<file path="src/hdl/sptip_pkg.sv">
// ----------------------------------------------------------------------------
// Sample path to id parser package
// Phase codes, character constants and field widths.
// ----------------------------------------------------------------------------
package sptip_pkg;

    localparam int CHAR_W = 8;
    localparam int ID_W   = 16;
    localparam int ACC_W  = 9;
    localparam int PROD_W = 12;
    localparam int BANK_W = 5;
    localparam int SMP_W  = 4;
    localparam int DIG_W  = 2;

    localparam logic [ACC_W-1:0] BANK_MAX    = 9'd16;
    localparam logic [ACC_W-1:0] SAMPLE_MAX  = 9'd15;
    localparam logic [ACC_W-1:0] VARIANT_MAX = 9'd255;

    localparam logic [CHAR_W-1:0] CH_B     = 8'h62;
    localparam logic [CHAR_W-1:0] CH_A     = 8'h61;
    localparam logic [CHAR_W-1:0] CH_N     = 8'h6E;
    localparam logic [CHAR_W-1:0] CH_K     = 8'h6B;
    localparam logic [CHAR_W-1:0] CH_W     = 8'h77;
    localparam logic [CHAR_W-1:0] CH_V     = 8'h76;
    localparam logic [CHAR_W-1:0] CH_SLASH = 8'h2F;
    localparam logic [CHAR_W-1:0] CH_DOT   = 8'h2E;
    localparam logic [CHAR_W-1:0] CH_ZERO  = 8'h30;
    localparam logic [CHAR_W-1:0] CH_NINE  = 8'h39;

    typedef enum logic [3:0] {
        PH_B       = 4'd0,
        PH_A       = 4'd1,
        PH_N       = 4'd2,
        PH_K       = 4'd3,
        PH_BANK    = 4'd4,
        PH_SAMPLE  = 4'd5,
        PH_VARIANT = 4'd6,
        PH_W       = 4'd7,
        PH_SA      = 4'd8,
        PH_SV      = 4'd9,
        PH_DONE    = 4'd10
    } t_phase;

endpackage

</file>
<file path="src/hdl/sample_path_to_id_parser.sv">
// ----------------------------------------------------------------------------
// Sample path to id parser
// Checks a streamed path of the form bank<B>/<S>.<V>.wav and builds its id.
// ----------------------------------------------------------------------------
// Usage:
//   Input channel carries one path character per item (i_char_in) plus
//   i_end_of_string on the last character. Output channel carries one
//   result item per string: o_path_valid and o_file_id, where file_id is
//   (B-1)<<12 | S<<8 | V, or zero when the string does not match.
//   Characters without the end mark produce no result item.
// Path: a string's last character passes the input register and then the
//   result register, where its result item is offered; a held result
//   register keeps that character waiting in the input register.
// Throughput: one character per cycle while o_stall stays low. The per-character state
//   update (compare, one multiply by ten done as shift-add, one bound check)
//   sits between the input register and the parse state / result registers.
// Reset (synchronous, active low): both stages empty, parse state back to
//   "expect b". The next string starts fresh.
// Stall: while the result register is held by i_stall, non-final characters
//   still advance; a final character waits in the input register, and
//   o_stall rises only then. The parse state clears after every final char.
// ----------------------------------------------------------------------------
module sample_path_to_id_parser (
    input  logic                          i_clk,
    input  logic                          i_rst_n,
    input  logic                          i_valid,
    output logic                          o_stall,
    input  logic [sptip_pkg::CHAR_W-1:0]  i_char_in,
    input  logic                          i_end_of_string,
    output logic                          o_valid,
    input  logic                          i_stall,
    output logic                          o_path_valid,
    output logic [sptip_pkg::ID_W-1:0]    o_file_id
);

    // Input register stage
    logic                         r_s1_valid;
    logic [sptip_pkg::CHAR_W-1:0] r_s1_char;
    logic                         r_s1_eos;

    // Parse state
    sptip_pkg::t_phase            r_phase, n_phase;
    logic [sptip_pkg::ACC_W-1:0]  r_acc, n_acc;
    logic [sptip_pkg::DIG_W-1:0]  r_digits, n_digits;
    logic                         r_lz, n_lz;
    logic [sptip_pkg::BANK_W-1:0] r_bank, n_bank;
    logic [sptip_pkg::SMP_W-1:0]  r_sample, n_sample;
    logic                         r_failed, n_failed;

    // Result register
    logic                         r_out_valid;
    logic                         r_path_valid, n_path_valid;
    logic [sptip_pkg::ID_W-1:0]   r_file_id, n_file_id;

    logic                         out_free;
    logic                         s1_fire;
    logic                         is_digit;
    logic [3:0]                   digit;
    logic [sptip_pkg::PROD_W-1:0] acc_next;
    logic [sptip_pkg::ACC_W-1:0]  num_max;
    logic [sptip_pkg::BANK_W-1:0] bank_m1;

    // Result register can take a new item when empty or being drained.
    assign out_free = !r_out_valid || !i_stall;
    // Advance a character; a final one needs room in the result register.
    assign s1_fire  = r_s1_valid && (!r_s1_eos || out_free);
    assign o_stall  = r_s1_valid && !s1_fire;

    assign is_digit = (r_s1_char >= sptip_pkg::CH_ZERO) && (r_s1_char <= sptip_pkg::CH_NINE);
    assign digit    = r_s1_char[3:0];
    // acc * 10 + d as shift-add
    assign acc_next = {r_acc, 3'b000} + {2'b00, r_acc, 1'b0}
                    + {{(sptip_pkg::PROD_W-4){1'b0}}, digit};

    always_comb begin
        case (r_phase)
            sptip_pkg::PH_BANK:   num_max = sptip_pkg::BANK_MAX;
            sptip_pkg::PH_SAMPLE: num_max = sptip_pkg::SAMPLE_MAX;
            default:              num_max = sptip_pkg::VARIANT_MAX;
        endcase
    end

    // Next parse state for the character in the input register.
    always_comb begin
        n_phase  = r_phase;
        n_acc    = r_acc;
        n_digits = r_digits;
        n_lz     = r_lz;
        n_bank   = r_bank;
        n_sample = r_sample;
        n_failed = r_failed;
        if (!r_failed) begin
            unique case (r_phase)
                sptip_pkg::PH_B: begin
                    if (r_s1_char == sptip_pkg::CH_B) n_phase = sptip_pkg::PH_A;
                    else n_failed = 1'b1;
                end
                sptip_pkg::PH_A: begin
                    if (r_s1_char == sptip_pkg::CH_A) n_phase = sptip_pkg::PH_N;
                    else n_failed = 1'b1;
                end
                sptip_pkg::PH_N: begin
                    if (r_s1_char == sptip_pkg::CH_N) n_phase = sptip_pkg::PH_K;
                    else n_failed = 1'b1;
                end
                sptip_pkg::PH_K: begin
                    if (r_s1_char == sptip_pkg::CH_K) n_phase = sptip_pkg::PH_BANK;
                    else n_failed = 1'b1;
                end
                sptip_pkg::PH_BANK, sptip_pkg::PH_SAMPLE, sptip_pkg::PH_VARIANT: begin
                    if (is_digit) begin
                        // fail the path on a digit after a leading zero or past the bound
                        if (r_lz) begin
                            n_failed = 1'b1;
                        end else if (acc_next > {3'b000, num_max}) begin
                            n_failed = 1'b1;
                        end else begin
                            n_acc = acc_next[sptip_pkg::ACC_W-1:0];
                            if (r_digits == 2'd0 && digit == 4'd0) n_lz = 1'b1;
                            if (r_digits != 2'd3) n_digits = r_digits + 2'd1;
                        end
                    end else if (r_digits == 2'd0) begin
                        n_failed = 1'b1;
                    end else if (r_phase == sptip_pkg::PH_BANK) begin
                        if (r_acc == '0 || r_s1_char != sptip_pkg::CH_SLASH) begin
                            n_failed = 1'b1;
                        end else begin
                            n_bank   = r_acc[sptip_pkg::BANK_W-1:0];
                            n_acc    = '0;
                            n_digits = '0;
                            n_lz     = 1'b0;
                            n_phase  = sptip_pkg::PH_SAMPLE;
                        end
                    end else if (r_phase == sptip_pkg::PH_SAMPLE) begin
                        if (r_s1_char != sptip_pkg::CH_DOT) begin
                            n_failed = 1'b1;
                        end else begin
                            n_sample = r_acc[sptip_pkg::SMP_W-1:0];
                            n_acc    = '0;
                            n_digits = '0;
                            n_lz     = 1'b0;
                            n_phase  = sptip_pkg::PH_VARIANT;
                        end
                    end else begin
                        // variant stays in the accumulator
                        if (r_s1_char != sptip_pkg::CH_DOT) n_failed = 1'b1;
                        else n_phase = sptip_pkg::PH_W;
                    end
                end
                sptip_pkg::PH_W: begin
                    if (r_s1_char == sptip_pkg::CH_W) n_phase = sptip_pkg::PH_SA;
                    else n_failed = 1'b1;
                end
                sptip_pkg::PH_SA: begin
                    if (r_s1_char == sptip_pkg::CH_A) n_phase = sptip_pkg::PH_SV;
                    else n_failed = 1'b1;
                end
                sptip_pkg::PH_SV: begin
                    if (r_s1_char == sptip_pkg::CH_V) n_phase = sptip_pkg::PH_DONE;
                    else n_failed = 1'b1;
                end
                default: begin
                    // anything after ".wav", or an unused phase code
                    n_failed = 1'b1;
                end
            endcase
        end
    end

    // Verdict and id from the state after this character.
    assign bank_m1 = n_bank - 5'd1;
    always_comb begin
        n_path_valid = !n_failed && (n_phase == sptip_pkg::PH_DONE);
        n_file_id    = '0;
        if (n_path_valid) begin
            n_file_id = {bank_m1[3:0], n_sample, n_acc[7:0]};
        end
    end

    // Input register: load when empty or when its item moves on.
    always_ff @(posedge i_clk) begin
        if (!i_rst_n) begin
            r_s1_valid <= 1'b0;
        end else if (!o_stall) begin
            r_s1_valid <= i_valid;
        end
        if (!o_stall && i_valid) begin
            r_s1_char <= i_char_in;
            r_s1_eos  <= i_end_of_string;
        end
    end

    // Parse state: advance per character, clear after the final one.
    always_ff @(posedge i_clk) begin
        if (!i_rst_n) begin
            r_phase  <= sptip_pkg::PH_B;
            r_acc    <= '0;
            r_digits <= '0;
            r_lz     <= 1'b0;
            r_bank   <= '0;
            r_sample <= '0;
            r_failed <= 1'b0;
        end else if (s1_fire) begin
            if (r_s1_eos) begin
                r_phase  <= sptip_pkg::PH_B;
                r_acc    <= '0;
                r_digits <= '0;
                r_lz     <= 1'b0;
                r_bank   <= '0;
                r_sample <= '0;
                r_failed <= 1'b0;
            end else begin
                r_phase  <= n_phase;
                r_acc    <= n_acc;
                r_digits <= n_digits;
                r_lz     <= n_lz;
                r_bank   <= n_bank;
                r_sample <= n_sample;
                r_failed <= n_failed;
            end
        end
    end

    // Result register: hold while stalled, load on a final character.
    always_ff @(posedge i_clk) begin
        if (!i_rst_n) begin
            r_out_valid <= 1'b0;
        end else if (s1_fire && r_s1_eos) begin
            r_out_valid <= 1'b1;
        end else if (!i_stall) begin
            r_out_valid <= 1'b0;
        end
        if (s1_fire && r_s1_eos) begin
            r_path_valid <= n_path_valid;
            r_file_id    <= n_file_id;
        end
    end

    assign o_valid      = r_out_valid;
    assign o_path_valid = r_path_valid;
    assign o_file_id    = r_file_id;

endmodule

</file>
<file path="config.mk">
export PLATFORM = sky130hd
export DESIGN_NAME = sample_path_to_id_parser
export DESIGN_NICKNAME = d
export VERILOG_FILES = /design/src/hdl/sptip_pkg.sv /design/src/hdl/sample_path_to_id_parser.sv
export SDC_FILE = /design/constraint.sdc
export NUM_CORES = 1
export LEC_CHECK = 0
export BUFFER_PORTS_ARGS = -buffer_cell sky130_fd_sc_hd__buf_2
export CAP_MARGIN = 20
export CORE_AREA = 2 2 96 98
export DETAILED_ROUTE_END_ITERATION = 7
export DIE_AREA = 0 0 98 100
export GPL_TIMING_DRIVEN = 1
export MAX_ROUTING_LAYER = met4
export PLACE_DENSITY_LB_ADDON = 0.2
export SYNTH_ARGS = -nofsm -noshare
export SYNTH_HDL_FRONTEND = slang
export SYNTH_SLANG_ARGS = --single-unit
</file>
<file path="constraint.sdc">
create_clock -name i_clk -period 5.3 [get_ports i_clk]
set_clock_uncertainty 0.1 [all_clocks]
set_input_delay 1.06 -clock i_clk [delete_from_list [all_inputs] [get_ports i_clk]]
set_output_delay 1.06 -clock i_clk [all_outputs]
set_load 0.02 [all_outputs]
</file>
# Word-level counts from Yosys, hierarchy flattened
# Cells that the tools add are included.
[classes]
muxes = 86
n_bitwise = 0
n_reduce_logical = 27
n_div = 0
n_lt_le_gt_ge = 3
n_addsub = 4
n_shift = 0
n_mul = 0
n_eq_ne = 27
[ops]
columns = ["operator", "n"]
rows = [
  ["9-bit two-way mux", 11],
  ["4-bit two-way mux", 24],
  ["8-bit by 7-bit equality test with 1-bit output, second input constant", 6],
  ["5-bit two-way mux", 7],
  ["4-bit one-hot mux with 8 select lines", 1],
  ["1-bit two-way mux", 29],
  ["2-bit two-way mux", 12],
  ["4-bit by 3-bit equality test with 1-bit output, second input constant", 4],
  ["8-bit by 6-bit != test with 1-bit output, second input constant", 2],
  ["8-bit one-hot mux with 2 select lines", 1],
  ["12-bit by 10-bit adder with 12-bit output", 1],
  ["12-bit by 4-bit adder with 12-bit output", 1],
  ["4-bit equality test, second input constant", 3],
  ["12-bit by 9-bit greater-than comparator with 1-bit output", 1],
  ["10-bit AND reduction", 1],
  ["9-bit zero test", 1],
  ["3-bit != test, second input constant", 3],
  ["9-bit AND reduction", 1],
  ["4-bit by 2-bit equality test with 1-bit output, second input constant", 2],
  ["8-bit by 6-bit greater-or-equal comparator with 1-bit output, second input constant", 1],
  ["8-bit by 6-bit less-or-equal comparator with 1-bit output, second input constant", 1],
  ["4-bit zero test", 2],
  ["4-bit != test, second input constant", 2],
  ["1-bit logical AND", 7],
  ["15 further kinds", 23],
]
[totals]
word_cells = 161
input_bits = 13
regBits = 54
latchBits = 0
mem_count = 0
ramBits = 0
rom_bits = 0

# Depth between registers and ports, before layout
[logic_depth]
depth_word = 10
mapped_depth = 16

# Worst setup path after synthesis
# Ideal clock, no wire load.
[synth_timing]
path_kind = "reg-to-reg"
startpoint = "register r_s1_char[3] (netlist name)"
endpoint = "register r_file_id (netlist bit o_file_id[6]) (data pin)"
setup_time_ns = 0.261
path_stages_with_launch = 14
t_arrival_ns = 3.179
synth_period_minus_slack_ns = 3.539
n_path_buf = 0
slack_ns = 1.761
cell_sequence = "edfxtp_1 -> fa_1 -> inv_1 -> fa_1 -> nor2b_1 -> o31a_1 -> a21oi_1 -> ha_1 -> nand4_1 -> o21a_1 -> a31oi_1 -> nand4_2 -> o211ai_1 -> a21oi_2"
[synth_between]
elab_chain_len = 10
elab_cells_between_ends = 58
classes_between = "add/sub (1); order compare (3); eq/ne (9); mux (41); reduce/logical (4)"
[synth_lines]
columns = ["item", "line", "source"]
rows = [
  ["start, declared", "sample_path_to_id_parser.sv:38", "logic [sptip_pkg::CHAR_W-1:0] r_s1_char;"],
  ["start signal, assigned", "sample_path_to_id_parser.sv:188", "r_s1_char <= i_char_in;"],
  ["branches (longest 10 deep; another with 12-bit by 4-bit adder with 12-bit output)", "--", ""],
  ["end signal, assigned", "sample_path_to_id_parser.sv:235", "r_file_id <= n_file_id;"],
  ["end, declared", "sample_path_to_id_parser.sv:53", "logic [sptip_pkg::ID_W-1:0] r_file_id, n_file_id;"],
]
# Parallel ways; which one is timed is not known. The select of a mux whose other input is x is not followed.
# A chain may end at the register's enable or synchronous reset.

# Worst setup path after layout
[layout_timing]
startpoint = "register r_s1_char[3] (netlist name)"
endpoint = "register r_acc[1] (netlist name)"
[layout_between]
elab_chain_len = 9
elab_cells_between_ends = 19
classes_between = "add/sub (1); order compare (3); eq/ne (2); mux (11); reduce/logical (2)"
[layout_lines]
columns = ["item", "line", "source"]
rows = [
  ["branches (longest 5 deep; another with 12-bit by 4-bit adder with 12-bit output)", "--", ""],
  ["9-bit two-way mux (*)", "sample_path_to_id_parser.sv:111", "if (is_digit) begin"],
  ["9-bit two-way mux (*)", "sample_path_to_id_parser.sv:93", "unique case (r_phase)"],
  ["9-bit two-way mux (*)", "sample_path_to_id_parser.sv:92", "if (!r_failed) begin"],
  ["9-bit two-way mux (*)", "sample_path_to_id_parser.sv:204", "if (r_s1_eos) begin"],
  ["end signal, assigned", "sample_path_to_id_parser.sv:214", "r_acc <= n_acc;"],
  ["end, declared", "sample_path_to_id_parser.sv:43", "logic [sptip_pkg::ACC_W-1:0] r_acc, n_acc;"],
]
# Every way passes the cells marked *. The select of a mux whose other input is x is not followed.

==> flow_summary.json <==
{
  "r2r_start": "r_s1_char[3]",
  "crit_buf_inv": 1,
  "clkPwrFrac_pct": 33.7,
  "switchingPower_mw": 0.1959,
  "ys_ff_latch": 53,
  "grt_max_degree": 24,
  "power.share.switching_pct": 26.33,
  "wl_per_cell_um": 17.19,
  "ctsResizeCount": 0,
  "critPathCaptureType": "register",
  "cp.arrival_ns": 4.46,
  "fmax_mhz": 231.5,
  "worstPathRequired_ns": 5.43,
  "leakage_nw": 1.558,
  "combPwrFrac_pct": 6.5,
  "fin_crit_sh_pct": 81.52,
  "die_w_um": 98,
  "crit_start": "r_s1_char[3]",
  "p_seq_share_pct": 59.8,
  "grt_pass1_vias": 3196,
  "min_path_type": "reg2reg",
  "synth_top_family_by_area": "simple AND/OR/NAND/NOR gates",
  "drc_errors": 0,
  "cp-start-kind": "register",
  "synthArstFlopShare_pct": 0,
  "area_growth_pct": 7.194,
  "synth-xor-area-share_pct": 1.145,
  "crit_path_top_delay_cell": "fa_1",
  "clk_latency_ns": 0.32,
  "hold_buffers": 0,
  "slowest_delay_ns": 0.63,
  "postRouteAntennaNets": 0,
  "cpMostUsedCell": "fa_1",
  "clockBufferDepth": 2,
  "slew_headroom_pct": 44.42,
  "antenna_found_initial": 0,
  "whs_path_depth": 2,
  "cp.depth": 13,
  "reg2regPathDepth": 13,
  "syn_area_per_cell_um2": 9.154,
  "dp_hpwl_mm": 6.973,
  "vias": 3379,
  "place_congestion": 0.9107,
  "syn_area_um2": 3826,
  "yosys.cell_types.count": 75,
  "final_layout_size_suffix_gt1_share_pct": 15.86,
  "antenna_cells": 0,
  "tightest_slew_ns": 0.8320,
  "overflow": 0,
  "numCtsBuffers": 5,
  "grtUsageTotal_pct": 20.65,
  "fin_tns_setup_ns": 0,
  "fin_crit_ns": 4.321,
  "final_hold_viol_count": 0,
  "start_util_pct": 43.04,
  "viasPerCell": 6.189,
  "rsz0062_at_grt": "no",
  "postCtsSetupBuffers": 0,
  "path_max_fanout": 10,
  "dr.pass1.iters": 5,
  "synth_compound_area_share_pct": 21.71,
  "fin_nets": 477,
  "cts-htree-levels": 2,
  "path_clk_slew_ns": 0.11,
  "syn_inst": 418,
  "clkSinkCount": 53,
  "pin_count": 32,
  "synth-simple-area-share_pct": 24.26,
  "grt_pass1_wl_mm": 16.07,
  "power.density_nw_per_um2": 181.4,
  "muxShareOfSynthArea_pct": 2.420,
  "ys_seq_area_share_pct": 34.53,
  "drv_slew": 0,
  "ir_worst_vdd_uv": 119.0,
  "syn_nets": 461,
  "drt_first_iter_violations": 182,
  "coreArea_um2": 8890,
  "die_h_um": 100,
  "portBuffers": 31,
  "critical-path-top-delay-family": "adder cells",
  "yosys_warnings": 0,
  "status": "finished, final reports clean",
  "synth_edf_count": 26,
  "dieArea_um2": 9800,
  "critPathKind": "reg2reg",
  "worstPathCellList": "fa_1, inv_1, fa_1, nor2b_1, o31a_1, a21oi_1, ha_1, nand4_1, o21a_1, a31oi_1, and3_1, nand3_1, o221ai_1",
  "num_rows": 35,
  "synth-adder-area-share_pct": 10.20,
  "root_buffer": "clkbuf_8",
  "cap_violations": 0,
  "cts_tree": "done",
  "p_int_mw": 0.5482,
  "finalSetupViolCount": 0,
  "finalPower_mw": 0.7441,
  "wl_mm": 9.388,
  "worstHoldStart": "o_valid",
  "synth_top_flop_cell": "dfxtp_1",
  "layout_commonest_cell": "nor2_1",
  "final_cell_mix": "nor2_1 (33), buf_2 (31), nand3_1 (29)"
}
worst min-delay path: cells and delay by family (launching register included):
family,cells,cell delay (ns)
compound gates,1,0.06
simple gates,1,0.07
flops,1,0.34
synthesized netlist by cell type, drive strengths merged (11+ instances only):
cell | number | area [um2]
nor2 | 44 | 206.5
o211ai | 13 | 97.59
edfxtp | 26 | 780.8
a21oi | 26 | 145.1
nand2 | 17 | 63.81
clkbuf | 11 | 41.29
buf | 12 | 80.07
ha | 28 | 350.3
nand4 | 15 | 106.4
inv | 26 | 97.59
dfxtp | 27 | 540.5
nand3 | 29 | 145.1
cell families after synthesis:
group / count (synthesis)
flops: 53
xor+xnor: 5
mux: 9
buf+inv: 49
simple gates: 161
compound gates: 111
fa+ha+maj: 30
worst paths after layout:
kind | slack (ns) | endpoint
worst max-delay path | 0.98 | r_acc[1]
worst min-delay path | 0.41 | o_valid
worst max register to register | 0.98 | r_acc[1]
worst min register to register | 0.41 | o_valid
state kept, by name, summed over array words and instances (netlist names), 2 cells and up:
register   flops
r_digits       2
r_s1_char      8
o_file_id     16
r_acc          9
r_bank         4
r_phase        4
r_sample       4
power groups by stage:
stage | clock network, mW | registers, mW | logic (mW)
final | 0.251 | 0.445 | 0.0484
after global routing | 0.272 | 0.446 | 0.0538
after CTS | 0.256 | 0.445 | 0.0480
after detailed placement | 0 | 0.454 | 0.0478
after global placement | 0 | 0.454 | 0.0474
after floorplan | 0 | 0.450 | 0.0350
per-layer routing:
layer	global-route usage (%)	up-vias	wire length (um)
met1	27.88	1622	4280
met2	32.24	107	4449
met3	3.830	20	505
met5	-	-	0
li1	-	1630	-
met4	5.235	0	153
per-stage QoR:
step	instance area, um2	std cells	setup WS, ns	hold WS [ns]	util, %
after global routing	4101	546	0.6627	0.4098	46.14
after global placement	4006	538	1.188	0.3553	45.07
final	4101	546	0.9795	0.4085	46.14
after floorplan	3826	418	1.761	0.3531	-
after CTS	4101	546	1.016	0.4022	46.14
after detailed placement	4006	538	1.056	0.3824	45.07
cell type report:
type,count,area (um2)
clock buffers,5,68.82
clock inverters,3,26.28
fillers,880,4788
inverters,26,97.59
multi-input cells,316,2286
flip-flops and latches,53,1321
well taps,111,138.9
repair buffers,32,162.7
Power figures use the tool's default switching activity.
